<file path="src/design/ppa_pkg.sv">
// Package for the partition placement allocator.
// Holds policy, function, register-index and state codes and the scan-token flag struct.
// No dependencies.
`default_nettype none

package ppa_pkg;

	localparam int NUM_BLOCKS_DEF = 16;
	localparam int SIZE_BITS_DEF  = 16;

	// fixed field widths
	localparam int SLOT_W      = 4;
	localparam int AMOUNT_W    = 16;
	localparam int CFG_IDX_W   = 1;
	localparam int CFG_DATA_W  = 5;
	localparam int ACTIVE_W    = 5;
	localparam int POLICY_W    = 2;

	localparam logic [ACTIVE_W-1:0] ACTIVE_RST = 5'd16;

	// configuration register indexes
	localparam logic [CFG_IDX_W-1:0] CFG_POLICY = 1'd0;
	localparam logic [CFG_IDX_W-1:0] CFG_ACTIVE = 1'd1;

	// item functions
	localparam logic FUNC_LOAD = 1'b0;
	localparam logic FUNC_REQ  = 1'b1;

	typedef enum logic [POLICY_W-1:0] {
		POL_WORST = 2'd0,
		POL_BEST  = 2'd1,
		POL_FIRST = 2'd2,
		POL_NEXT  = 2'd3
	} ppa_policy_t;

	typedef enum logic [1:0] {
		ST_IDLE,
		ST_SCAN,
		ST_DONE
	} ppa_state_t;

	// flags of the search token that walks the cell chain
	// hit_a: candidate A found (the policy pick, or first fit overall for next fit)
	// hit_b: candidate B found (next fit only: first fit at or after the rover)
	typedef struct packed {
		logic valid;
		logic hit_a;
		logic hit_b;
	} ppa_flags_t;

endpackage

`default_nettype wire

</file>
<file path="src/design/ppa_cell.sv">
// One partition cell: holds the partition's free size and refines the search token.
// Depends on ppa_pkg (policy codes, token flag struct).
`default_nettype none

module ppa_cell import ppa_pkg::*; #(
	parameter int NUM_BLOCKS = NUM_BLOCKS_DEF,
	parameter int SIZE_BITS  = SIZE_BITS_DEF,
	parameter int IDX        = 0,
	localparam int IDX_W     = $clog2(NUM_BLOCKS),
	localparam int CNT_W     = $clog2(NUM_BLOCKS + 1)
) (
	input  wire logic                 clk,
	input  wire logic                 arst_n,
	input  wire ppa_policy_t          policy,
	input  wire logic [CNT_W-1:0]     cnt,
	input  wire logic [IDX_W-1:0]     start,
	input  wire logic [SIZE_BITS-1:0] req,
	input  wire logic                 wr_en,
	input  wire logic [SIZE_BITS-1:0] wr_data,
	input  wire ppa_flags_t           flags_i,
	input  wire logic [IDX_W-1:0]     a_idx_i,
	input  wire logic [SIZE_BITS-1:0] a_size_i,
	input  wire logic [IDX_W-1:0]     b_idx_i,
	input  wire logic [SIZE_BITS-1:0] b_size_i,
	output ppa_flags_t                flags_q,
	output logic [IDX_W-1:0]          a_idx_q,
	output logic [SIZE_BITS-1:0]      a_size_q,
	output logic [IDX_W-1:0]          b_idx_q,
	output logic [SIZE_BITS-1:0]      b_size_q
);

	logic [SIZE_BITS-1:0] free_q;
	logic                 active;
	logic                 fit;
	logic                 take_a;
	logic                 take_b;

	assign active = CNT_W'(IDX) < cnt;
	assign fit    = active && (free_q >= req);

	always_comb begin
		case (policy)
			POL_WORST: take_a = fit && (!flags_i.hit_a || (free_q > a_size_i));
			POL_BEST:  take_a = fit && (!flags_i.hit_a || (free_q < a_size_i));
			default:   take_a = fit && !flags_i.hit_a;
		endcase
	end

	assign take_b = (policy == POL_NEXT) && fit && !flags_i.hit_b && (IDX_W'(IDX) >= start);

	always_ff @(posedge clk or negedge arst_n) begin
		if (!arst_n) begin
			free_q <= '0;
		end else if (wr_en) begin
			free_q <= wr_data;
		end
	end

	always_ff @(posedge clk or negedge arst_n) begin
		if (!arst_n) begin
			flags_q <= '0;
		end else begin
			flags_q.valid <= flags_i.valid;
			flags_q.hit_a <= flags_i.hit_a | take_a;
			flags_q.hit_b <= flags_i.hit_b | take_b;
		end
	end

	always_ff @(posedge clk) begin
		a_idx_q  <= take_a ? IDX_W'(IDX) : a_idx_i;
		a_size_q <= take_a ? free_q : a_size_i;
		b_idx_q  <= take_b ? IDX_W'(IDX) : b_idx_i;
		b_size_q <= take_b ? free_q : b_size_i;
	end

endmodule

`default_nettype wire

</file>
<file path="config.mk">
export PLATFORM = sky130hd
export DESIGN_NAME = ppa_cell
export DESIGN_NICKNAME = d
export VERILOG_FILES = /design/src/design/ppa_pkg.sv /design/src/design/ppa_cell.sv
export SDC_FILE = /design/constraint.sdc
export NUM_CORES = 1
export LEC_CHECK = 0
export ABC_AREA = 1
export BUFFER_PORTS_ARGS = -buffer_cell sky130_fd_sc_hd__buf_2
export CELL_PAD_IN_SITES_DETAIL_PLACEMENT = 0
export CELL_PAD_IN_SITES_GLOBAL_PLACEMENT = 2
export CORE_ASPECT_RATIO = 0.9
export CORE_MARGIN = 2
export CORE_UTILIZATION = 25
export DETAILED_ROUTE_END_ITERATION = 10
export HOLD_SLACK_MARGIN = 0.05
export PLACE_DENSITY = 0.86
export SKIP_CTS_REPAIR_TIMING = 1
export SYNTH_ARGS = -nofsm -noshare
export SYNTH_HDL_FRONTEND = slang
export SYNTH_SLANG_ARGS = --single-unit
export TNS_END_PERCENT = 10
</file>
<file path="constraint.sdc">
create_clock -name clk -period 1.97 [get_ports clk]
set_input_delay 0.4925 -clock clk [delete_from_list [all_inputs] [get_ports clk]]
set_output_delay 0.4925 -clock clk [all_outputs]
set_load 0.02 [all_outputs]
</file>
==> results of run 1 <==
cell families (layout without fill, tap and decap cells):
family / count (synthesis) / count (layout) / synth area share [%]
AOI/OAI and AO/OA: 22 / 22 / 4.08
adders and majority gates: 32 / 32 / 13.3
buffers and inverters: 68 / 232 / 10.0
DFF: 59 / 59 / 42.5
muxes: 15 / 15 / 5.63
and+or+nand+nor: 174 / 174 / 24.5
sequential cells by signal, indices dropped and copies added, names as in the netlist:
signal / flops
free_q: 16
flags_q: 3
b_size_q: 16
b_idx_q: 4
a_idx_q: 4
a_size_q: 16
cells in the final DEF, fill, tap and decap left out, types with 9 or more instances in the layout:
cell type  synthesis  layout
inv_1             48      47
buf_2              5     131
nand3_1           41      40
dfxtp_1           40      40
dfrtp_2            0      10
nand2_1          117     110
clkbuf_16          0      11
ha_1              32      24
dfrtp_1           19       9
buf_4              1      22
synthesized netlist by cell type (all sizes together):
cell and number:
buf 10, nor3 2, clkinv 1, nor4 2, a21oi 12, dfxtp 40
ha 32, nor2 9, nand2 119, or2 1, o21ai 5, mux2 15
nand3 41, clkbuf 2, inv 55, dfrtp 19, a21boi 5
worst paths after layout:
check / from / slack (ns) / to
min: arst_n / 0.10 / flags_q[2]
max: free_q[14] / 0.02 / a_idx_q[3]
max reg2reg: free_q[14] / 0.02 / a_idx_q[3]
max in group asynchronous: arst_n / 1.52 / free_q[5]
min reg2reg: free_q[11] / 0.56 / free_q[11]
min in group clk: flags_i[2] / 0.26 / flags_q[2]
layer usage:
metal | part of all wire (%) | vias to the layer above | GRT usage (%)
met1 | 48 | 1258 | 18.0
met2 | 45 | 90 | 21.2
li1 | - | 1488 | -
met4 | 0.91 | 0 | 3.87
met5 | 0 | - | 0
met3 | 6.5 | 6 | 4.38
stage by stage:
| stage | util, % | std cells | setup TNS [ns] |
|---|---|---|---|
| after global routing | 39.4 | 690 | -2.69 |
| final | 39.4 | 690 | 0 |
| after detailed placement | 34.3 | 669 | -12.70 |
| after global placement | 34.3 | 669 | -11.73 |
| after CTS | 36.9 | 685 | -7.52 |
| after floorplan | - | 370 | 0 |
layout make-up:
cell class	instances	area share (%)
multi-input combinational	243	35.3
sequential	59	28.3
timing repair buffer	160	20.7
clock buffer	12	5.65
inverter	56	4.72
tap	156	4.28
clock inverter	4	1.04
worst reg2reg max path: stages, from the launching register on:
cell      delay, ns
dfrtp_2        0.45
ha_1           0.30
nand2_2        0.11
buf_4          0.11
nor2_1         0.04
a21oi_2        0.14
nand3_1        0.11
nand2_2        0.09
clkinv_4       0.10
buf_12         0.16
buf_4          0.14
a21boi_1       0.13
power by group:
part           total (mW)  switching [mW]  internal [mW]
clock network        1.59           0.538           1.05
registers            1.41          0.0774           1.33
logic               0.965           0.539          0.426
total                3.96            1.15           2.81
==> results.json, run 1 <==
{
  "multi_input_area_sq_um": 1610,
  "path_buf_inv": 4,
  "crit_required_ns": 2.22,
  "ir_worst_vdd_mv": 0.397,
  "grt_use_total_pct": 13.6,
  "num_rows": 37,
  "max_slew_margin_pct": 69.9,
  "slowest_delay_ns": 0.45,
  "grt_pass1_vias": 2744,
  "worstPathCellList": "ha_1, nand2_2, buf_4, nor2_1, a21oi_2, nand3_1, nand2_2, clkinv_4, buf_12, buf_4, a21boi_1",
  "synth_area_leader_cell": "dfxtp_1",
  "timing.final.ws_setup_ns": 0.0161,
  "cts_tree": "yes",
  "grt_pass1_wl_um": 13400,
  "ioPinCount": 132,
  "power.density_nw_per_um2": 869,
  "grt_max_degree": 22,
  "finalSetupViolCount": 0,
  "fmax_mhz": 512,
  "worstSetupPathType": "flop to flop",
  "fillers": 1235,
  "crit_cells": 11,
  "hp-class": "primary input to asynchronous set/reset pin",
  "syn_inst": 370,
  "final_nets": 650,
  "drcViolationCount": 0,
  "syn2layout_area_growth_pct": 51.8,
  "outcome": "finished, final reports clean",
  "fin_worst_skew_ns": 0.00961,
  "place.gp.congestion": 0.745,
  "fp.coreArea_sq_um": 11600,
  "period_share_pct": 99.2,
  "cts_sinks": 59,
  "totalWireLength_um": 8610,
  "yosys_register_bits": 59,
  "num_vias": 2842,
  "start_util_pct": 25.9,
  "drv_slew": 0,
  "portBuffers": 131,
  "die_area_sq_um": 12900,
  "cts.clk_slew.worst_paths_ns": 0.05,
  "rsz0062_at_grt": "yes",
  "clock_latency_ns": 0.33,
  "seq_area_frac_synth_pct": 42.5,
  "antenna_found_initial": 0,
  "drtIter0Drc": 63,
  "postRouteAntennaNets": 0,
  "cts_made_buffers": 9,
  "end_kind": "flop",
  "drv_cap": 0,
  "via_per_inst": 4.12,
  "place_ws_ns": -0.363,
  "n_antenna_cell": 0,
  "worstMarginPinSlew_ns": 0.451,
  "p_leak_nw": 2.49,
  "fp.dieW_um": 120,
  "synth_cell_types": 25,
  "total_power_mw": 3.96,
  "period_minus_slack_ns": 1.95,
  "dpl_cell_area_sq_um": 3970,
  "hpwlAfterDp_um": 6920,
  "drive_gt1_share_pct": 42.7,
  "r2r.worst_path.cells": 11,
  "synth_top_area_share_pct": 26.7,
  "final_cell_area_sq_um": 4560,
  "cp-start-kind": "flop",
  "syn-num-nets": 491,
  "syn_area_sq_um": 3000,
  "cp_top_family": "buffers and inverters",
  "regArea_sq_um": 1290,
  "crit_slowest_cell": "dfrtp_2",
  "netlist_top_cells_area": "dfxtp_1 (27%), dfrtp_1 (16%), nand2_1 (15%), ha_1 (13%), nand3_1 (6.8%)",
  "cts_root_buf": "clkbuf_16",
  "htreeDepth": 3,
  "avgSynthCellArea_sq_um": 8.12,
  "first_pass_iters": 4,
  "hold_slack_ns": 0.104,
  "grt-ovfl-total": 0,
  "die_h_um": 108,
  "hold_viol": 0,
  "yosys_warnings": 0,
  "wire_per_inst_um": 12.5,
  "cp_data_arrival_time_ns": 2.21,
  "crit_fanout": 13,
  "clock_tree.buffer_depth": 2
}
Note: power is estimated with default switching activity, not from simulation.
==> run 2, diff against run 1 <==
==> constraint.sdc (replaced) <==
create_clock -name clk -period 1.97 [get_ports clk]
set_input_delay 0.394 -clock clk [delete_from_list [all_inputs] [get_ports clk]]
set_output_delay 0.394 -clock clk [all_outputs]
set_load 0.02 [all_outputs]
==> run 2 against run 1 <==
  * Hold slack worse by 0.086 ns
  * Sequential share of layout area shrank 1.4 points
  * Combinational power up 9.8%
  * Die area unchanged
  * First-iteration DRC count rose by 38%
  * Clock skew is 0.0029 ns lower
  * Flip-flop and latch count is the same
  * Highest routed layer unchanged
  * Critical path depth stayed put
  * Register-to-register slack got worse by 0.05 ns
  * The run now ends with setup timing left
  * Wire length increased by 8.8%
  * Cell count is 0.87% higher
==> results.json, run 2 (synthesis gave the netlist of run 1 again) <==
{
  "grt-ovfl-total": 0,
  "crit_fanout": 7,
  "finalSetupViolCount": 30,
  "final_cell_mix": "buf_2 (131), nand2_1 (100), inv_1 (47), dfxtp_1 (40), nand3_1 (39)",
  "num_vias": 2903,
  "period_minus_slack_ns": 2.01,
  "outcome": "finished with violations",
  "ir_worst_vdd_mv": 0.382,
  "die_h_um": 108,
  "path_common_cell": "nand2_2",
  "r2r.worst_path.cells": 11,
  "n_antenna_cell": 0,
  "die_area_sq_um": 12900,
  "grt_max_degree": 22,
  "crit_slowest_cell": "dfrtp_2",
  "worstMarginPinSlew_ns": 0.650,
  "crit_start": "free_q[9]",
  "cts_root_buf": "clkbuf_16",
  "rsz0062_at_grt": "yes",
  "violations": "setup timing",
  "fillers": 1170,
  "final_cell_count_no_fill": 696,
  "dpl_cell_area_sq_um": 3960,
  "portBuffers": 131,
  "wire_per_inst_um": 13.5,
  "antenna_found_initial": 0,
  "grt_pass1_vias": 2696,
  "timing.final.ws_setup_ns": -0.0380,
  "worstPathCellList": "ha_4, nand2_4, nor4_4, nand3_1, nand3_2, nand2_2, clkinv_4, nand2_8, clkbuf_16, nand2_2, nand2_1",
  "num_rows": 37,
  "drive_gt1_share_pct": 47.2,
  "largestRegisters": "a_size_q x16, b_size_q x16, free_q x16",
  "htreeDepth": 3,
  "start_util_pct": 25.9,
  "final_nets": 657,
  "slowest_delay_ns": 0.46,
  "cp_data_arrival_time_ns": 2.23,
  "worstSetupPathType": "flop to flop",
  "r2r-end": "b_size_q[9]",
  "via_per_inst": 4.17,
  "clock_latency_ns": 0.33,
  "final_cell_area_sq_um": 4800,
  "multi_input_area_sq_um": 1760,
  "max_slew_margin_pct": 56.3,
  "cp-start-kind": "flop",
  "layout_commonest_cell": "buf_2",
  "crit_required_ns": 2.19,
  "grt_use_total_pct": 14.0,
  "place_ws_ns": -0.281,
  "cts.clk_slew.worst_paths_ns": 0.05,
  "grt_pass1_wl_um": 13600,
  "power.density_nw_per_um2": 847,
  "drv_cap": 0,
  "regArea_sq_um": 1290,
  "place.gp.congestion": 0.736,
  "r2r_slack_ns": -0.04,
  "end_kind": "flop",
  "cts_sinks": 59,
  "hold_viol": 0,
  "syn2layout_area_growth_pct": 59.8,
  "p_leak_nw": 2.55,
  "totalWireLength_um": 9370,
  "drtIter0Drc": 87,
  "ioPinCount": 132,
  "postRouteAntennaNets": 0,
  "dp_cells": 667,
  "rr_startpoint": "free_q[9]",
  "drcViolationCount": 0,
  "first_pass_iters": 4,
  "cts_made_buffers": 9,
  "fmax_mhz": 498,
  "drv_slew": 0,
  "cts_tree": "yes",
  "period_share_pct": 102,
  "clock_tree.buffer_depth": 2,
  "hp-class": "primary input to asynchronous set/reset pin",
  "fp.coreArea_sq_um": 11600,
  "fin_worst_skew_ns": 0.00667,
  "fp.dieW_um": 120,
  "hpwlAfterDp_um": 7000
}
run 2: cell count changes in the layout (fill, tap and decap cells not counted), moves of 3 or more:
cell       change
nand2_1       -10
nand2_2        +8
ha_1           -6
ha_4           +6
clkbuf_8       +4
buf_4          +3
clkbuf_16      +3
run 2: how the worst max path moves through the flow:
| stage | end | cells past startpoint | slack [ns] |
|---|---|---|---|
| 6_report | b_size_q[9] | 11 | -0.04 |
| 4_1_cts | a_size_q[2] | 10 | -0.25 |
| 5_1_grt | b_size_q[9] | 11 | -0.15 |
| 3_3_place_gp | a_size_q[13] | 12 | -0.24 |
| 3_5_place_dp | a_size_q[2] | 12 | -0.28 |
| 2_1_floorplan | b_size_q[10] | 12 | 0.16 |
run 2: metrics by stage:
step	hold slack (ns)	TNS [ns]	util, %	power, mW
2_1_floorplan	0.0984	0	-	1.94
3_3_place_gp	0.375	-7.93	34.2	2.28
3_5_place_dp	0.378	-9.54	34.2	2.29
4_1_cts	0.0235	-8.26	36.8	3.91
5_1_grt	0.0501	-4.80	41.5	4.29
6_report	0.0187	-0.405	41.5	4.07
run 2: metal layers:
metal	part of all wire, %	track usage (%)	up-vias	wire length [um]
li1	-	-	1505	-
met5	0	0	-	0
met4	1.4	5.63	0	128
met3	5.1	3.53	8	482
met2	47	21.7	89	4400
met1	47	18.6	1301	4360
run 2: worst max-delay path, delay by kind of cell (launching register included):
family | cells | cell delay [ns]
adders and majority gates | 1 | 0.29
DFF | 1 | 0.46
buffers and inverters | 2 | 0.30
and+or+nand+nor | 8 | 0.83
run 2: layout make-up:
cell class	count	share of cell area, %
repair buffers	166	21.5
multi-input cells	244	36.6
inverters	56	4.48
well taps	156	4.07
clock buffers	15	6.44
flip-flops and latches	59	26.9
run 2: power by group:
group	total, mW	internal, mW	leakage, nW	switching [mW]
clock	1.59	1.06	0.153	0.535
sequential	1.41	1.33	0.547	0.0824
combinational	1.06	0.478	1.85	0.579
total	4.07	2.87	2.55	1.20
==> run 3, diff against run 2 <==
Settings changed: MAX_ROUTING_LAYER set to met4.
==> run 3 against run 2 <==
  * The run still ends with setup timing left
  * Via count is 0.10% higher
  * Worst setup slack worse by 0.0026 ns
  * Count of clock-buffer cells in the layout stayed put
  * Wire length is 0.47% lower
  * Critical path type unchanged
  * Largest cell class unchanged
==> results.json, run 3 (synthesis gave the netlist of run 1 again) <==
{
  "outcome": "finished with violations",
  "violations": "setup timing",
  "drv_cap": 0,
  "cts_made_buffers": 9,
  "grt_pass1_vias": 2700,
  "hpwlAfterDp_um": 7000,
  "fin_worst_skew_ns": 0.00591,
  "wire_per_inst_um": 13.4,
  "hp-class": "primary input to asynchronous set/reset pin",
  "fp.coreArea_sq_um": 11600,
  "crit_required_ns": 2.19,
  "htreeDepth": 3,
  "ioPinCount": 132,
  "cp-start-kind": "flop",
  "drcViolationCount": 0,
  "via_per_inst": 4.18,
  "totalWireLength_um": 9320,
  "first_pass_iters": 4,
  "power.density_nw_per_um2": 847,
  "num_rows": 37,
  "hold_viol": 0,
  "cts.clk_slew.worst_paths_ns": 0.05,
  "cts_tree": "yes",
  "rr_startpoint": "free_q[9]",
  "syn2layout_area_growth_pct": 59.8,
  "crit_fanout": 7,
  "antenna_found_initial": 0,
  "clock_tree.buffer_depth": 2,
  "r2r.worst_path.cells": 11,
  "cts_sinks": 59,
  "timing.final.ws_setup_ns": -0.0406,
  "drive_gt1_share_pct": 47.2,
  "n_antenna_cell": 0,
  "cts_root_buf": "clkbuf_16",
  "p_leak_nw": 2.55,
  "period_share_pct": 102,
  "portBuffers": 131,
  "die_area_sq_um": 12900,
  "final_nets": 657,
  "max_slew_margin_pct": 55.1,
  "worstSetupPathType": "flop to flop",
  "place.gp.congestion": 0.745,
  "largestRegisters": "a_size_q x16, b_size_q x16, free_q x16",
  "grt_max_degree": 22,
  "worstMarginPinSlew_ns": 0.669,
  "crit_start": "free_q[9]",
  "final_cell_mix": "buf_2 (131), nand2_1 (100), inv_1 (47), dfxtp_1 (40), nand3_1 (39)",
  "finalSetupViolCount": 30,
  "drtIter0Drc": 76,
  "grt_use_total_pct": 14.4,
  "grt_pass1_wl_um": 13600,
  "ir_worst_vdd_mv": 0.385,
  "hold_slack_ns": 0.0185,
  "rsz0062_at_grt": "yes",
  "end_kind": "flop",
  "r2r-end": "b_size_q[9]",
  "fp.dieW_um": 120,
  "num_vias": 2906,
  "start_util_pct": 25.9,
  "clock_latency_ns": 0.33,
  "layout_commonest_cell": "buf_2",
  "total_power_mw": 4.06,
  "period_minus_slack_ns": 2.01,
  "r2r_slack_ns": -0.04,
  "cp_data_arrival_time_ns": 2.23,
  "die_h_um": 108,
  "drv_slew": 0,
  "fmax_mhz": 497,
  "grt-ovfl-total": 0,
  "postRouteAntennaNets": 0
}
==> run 3: through the flow <==
step	TNS (ns)	std cells	setup slack (ns)	utilization, %	area (sq um)
after floorplan	0	370	0.164	-	3000
after global placement	-7.93	667	-0.240	34.2	3960
after detailed placement	-9.54	667	-0.281	34.2	3960
after CTS	-8.26	682	-0.252	36.8	4260
after global routing	-4.66	696	-0.147	41.5	4800
final	-0.477	696	-0.0406	41.5	4800
==> run 3: final cells by class <==
| class | count | area [sq um] |
|---|---|---|
| tap | 156 | 195 |
| inverter | 56 | 215 |
| clock buffer | 15 | 309 |
| multi-input combinational | 244 | 1760 |
| sequential | 59 | 1290 |
| fill | 1172 | 6770 |
| timing repair buffer | 166 | 1030 |
==> run 3: worst max path at each step <==
stage | endpoint | slack [ns] | cells after the start
finish | b_size_q[9] | -0.04 | 11
CTS | a_size_q[2] | -0.25 | 10
detailed placement | a_size_q[2] | -0.28 | 12
floorplan | b_size_q[10] | 0.16 | 12
global placement | a_size_q[13] | -0.24 | 12
global route | b_size_q[9] | -0.15 | 11
==> run 3: report_power, final <==
part	total [mW]	internal (mW)	switching (mW)
clock network	1.60	1.06	0.537
logic	1.05	0.477	0.577
registers	1.42	1.33	0.0827
total	4.06	2.87	1.20
==> run 3: critical path, cell delays in order (launching register included) <==
cell and delay (ns):
dfrtp_2 0.46, ha_4 0.29, nand2_4 0.05, nor4_4 0.32, nand3_1 0.14, nand3_2 0.08
nand2_2 0.07, clkinv_4 0.11, nand2_8 0.08, clkbuf_16 0.19, nand2_2 0.05, nand2_1 0.04
==> run 3: per-layer routing <==
layer  global-route usage (%)  share of wire (%)
met1                     18.8                 47
met3                     2.95                4.7
met2                     21.7                 47
met4                     6.13                1.6
met5                        -                  0
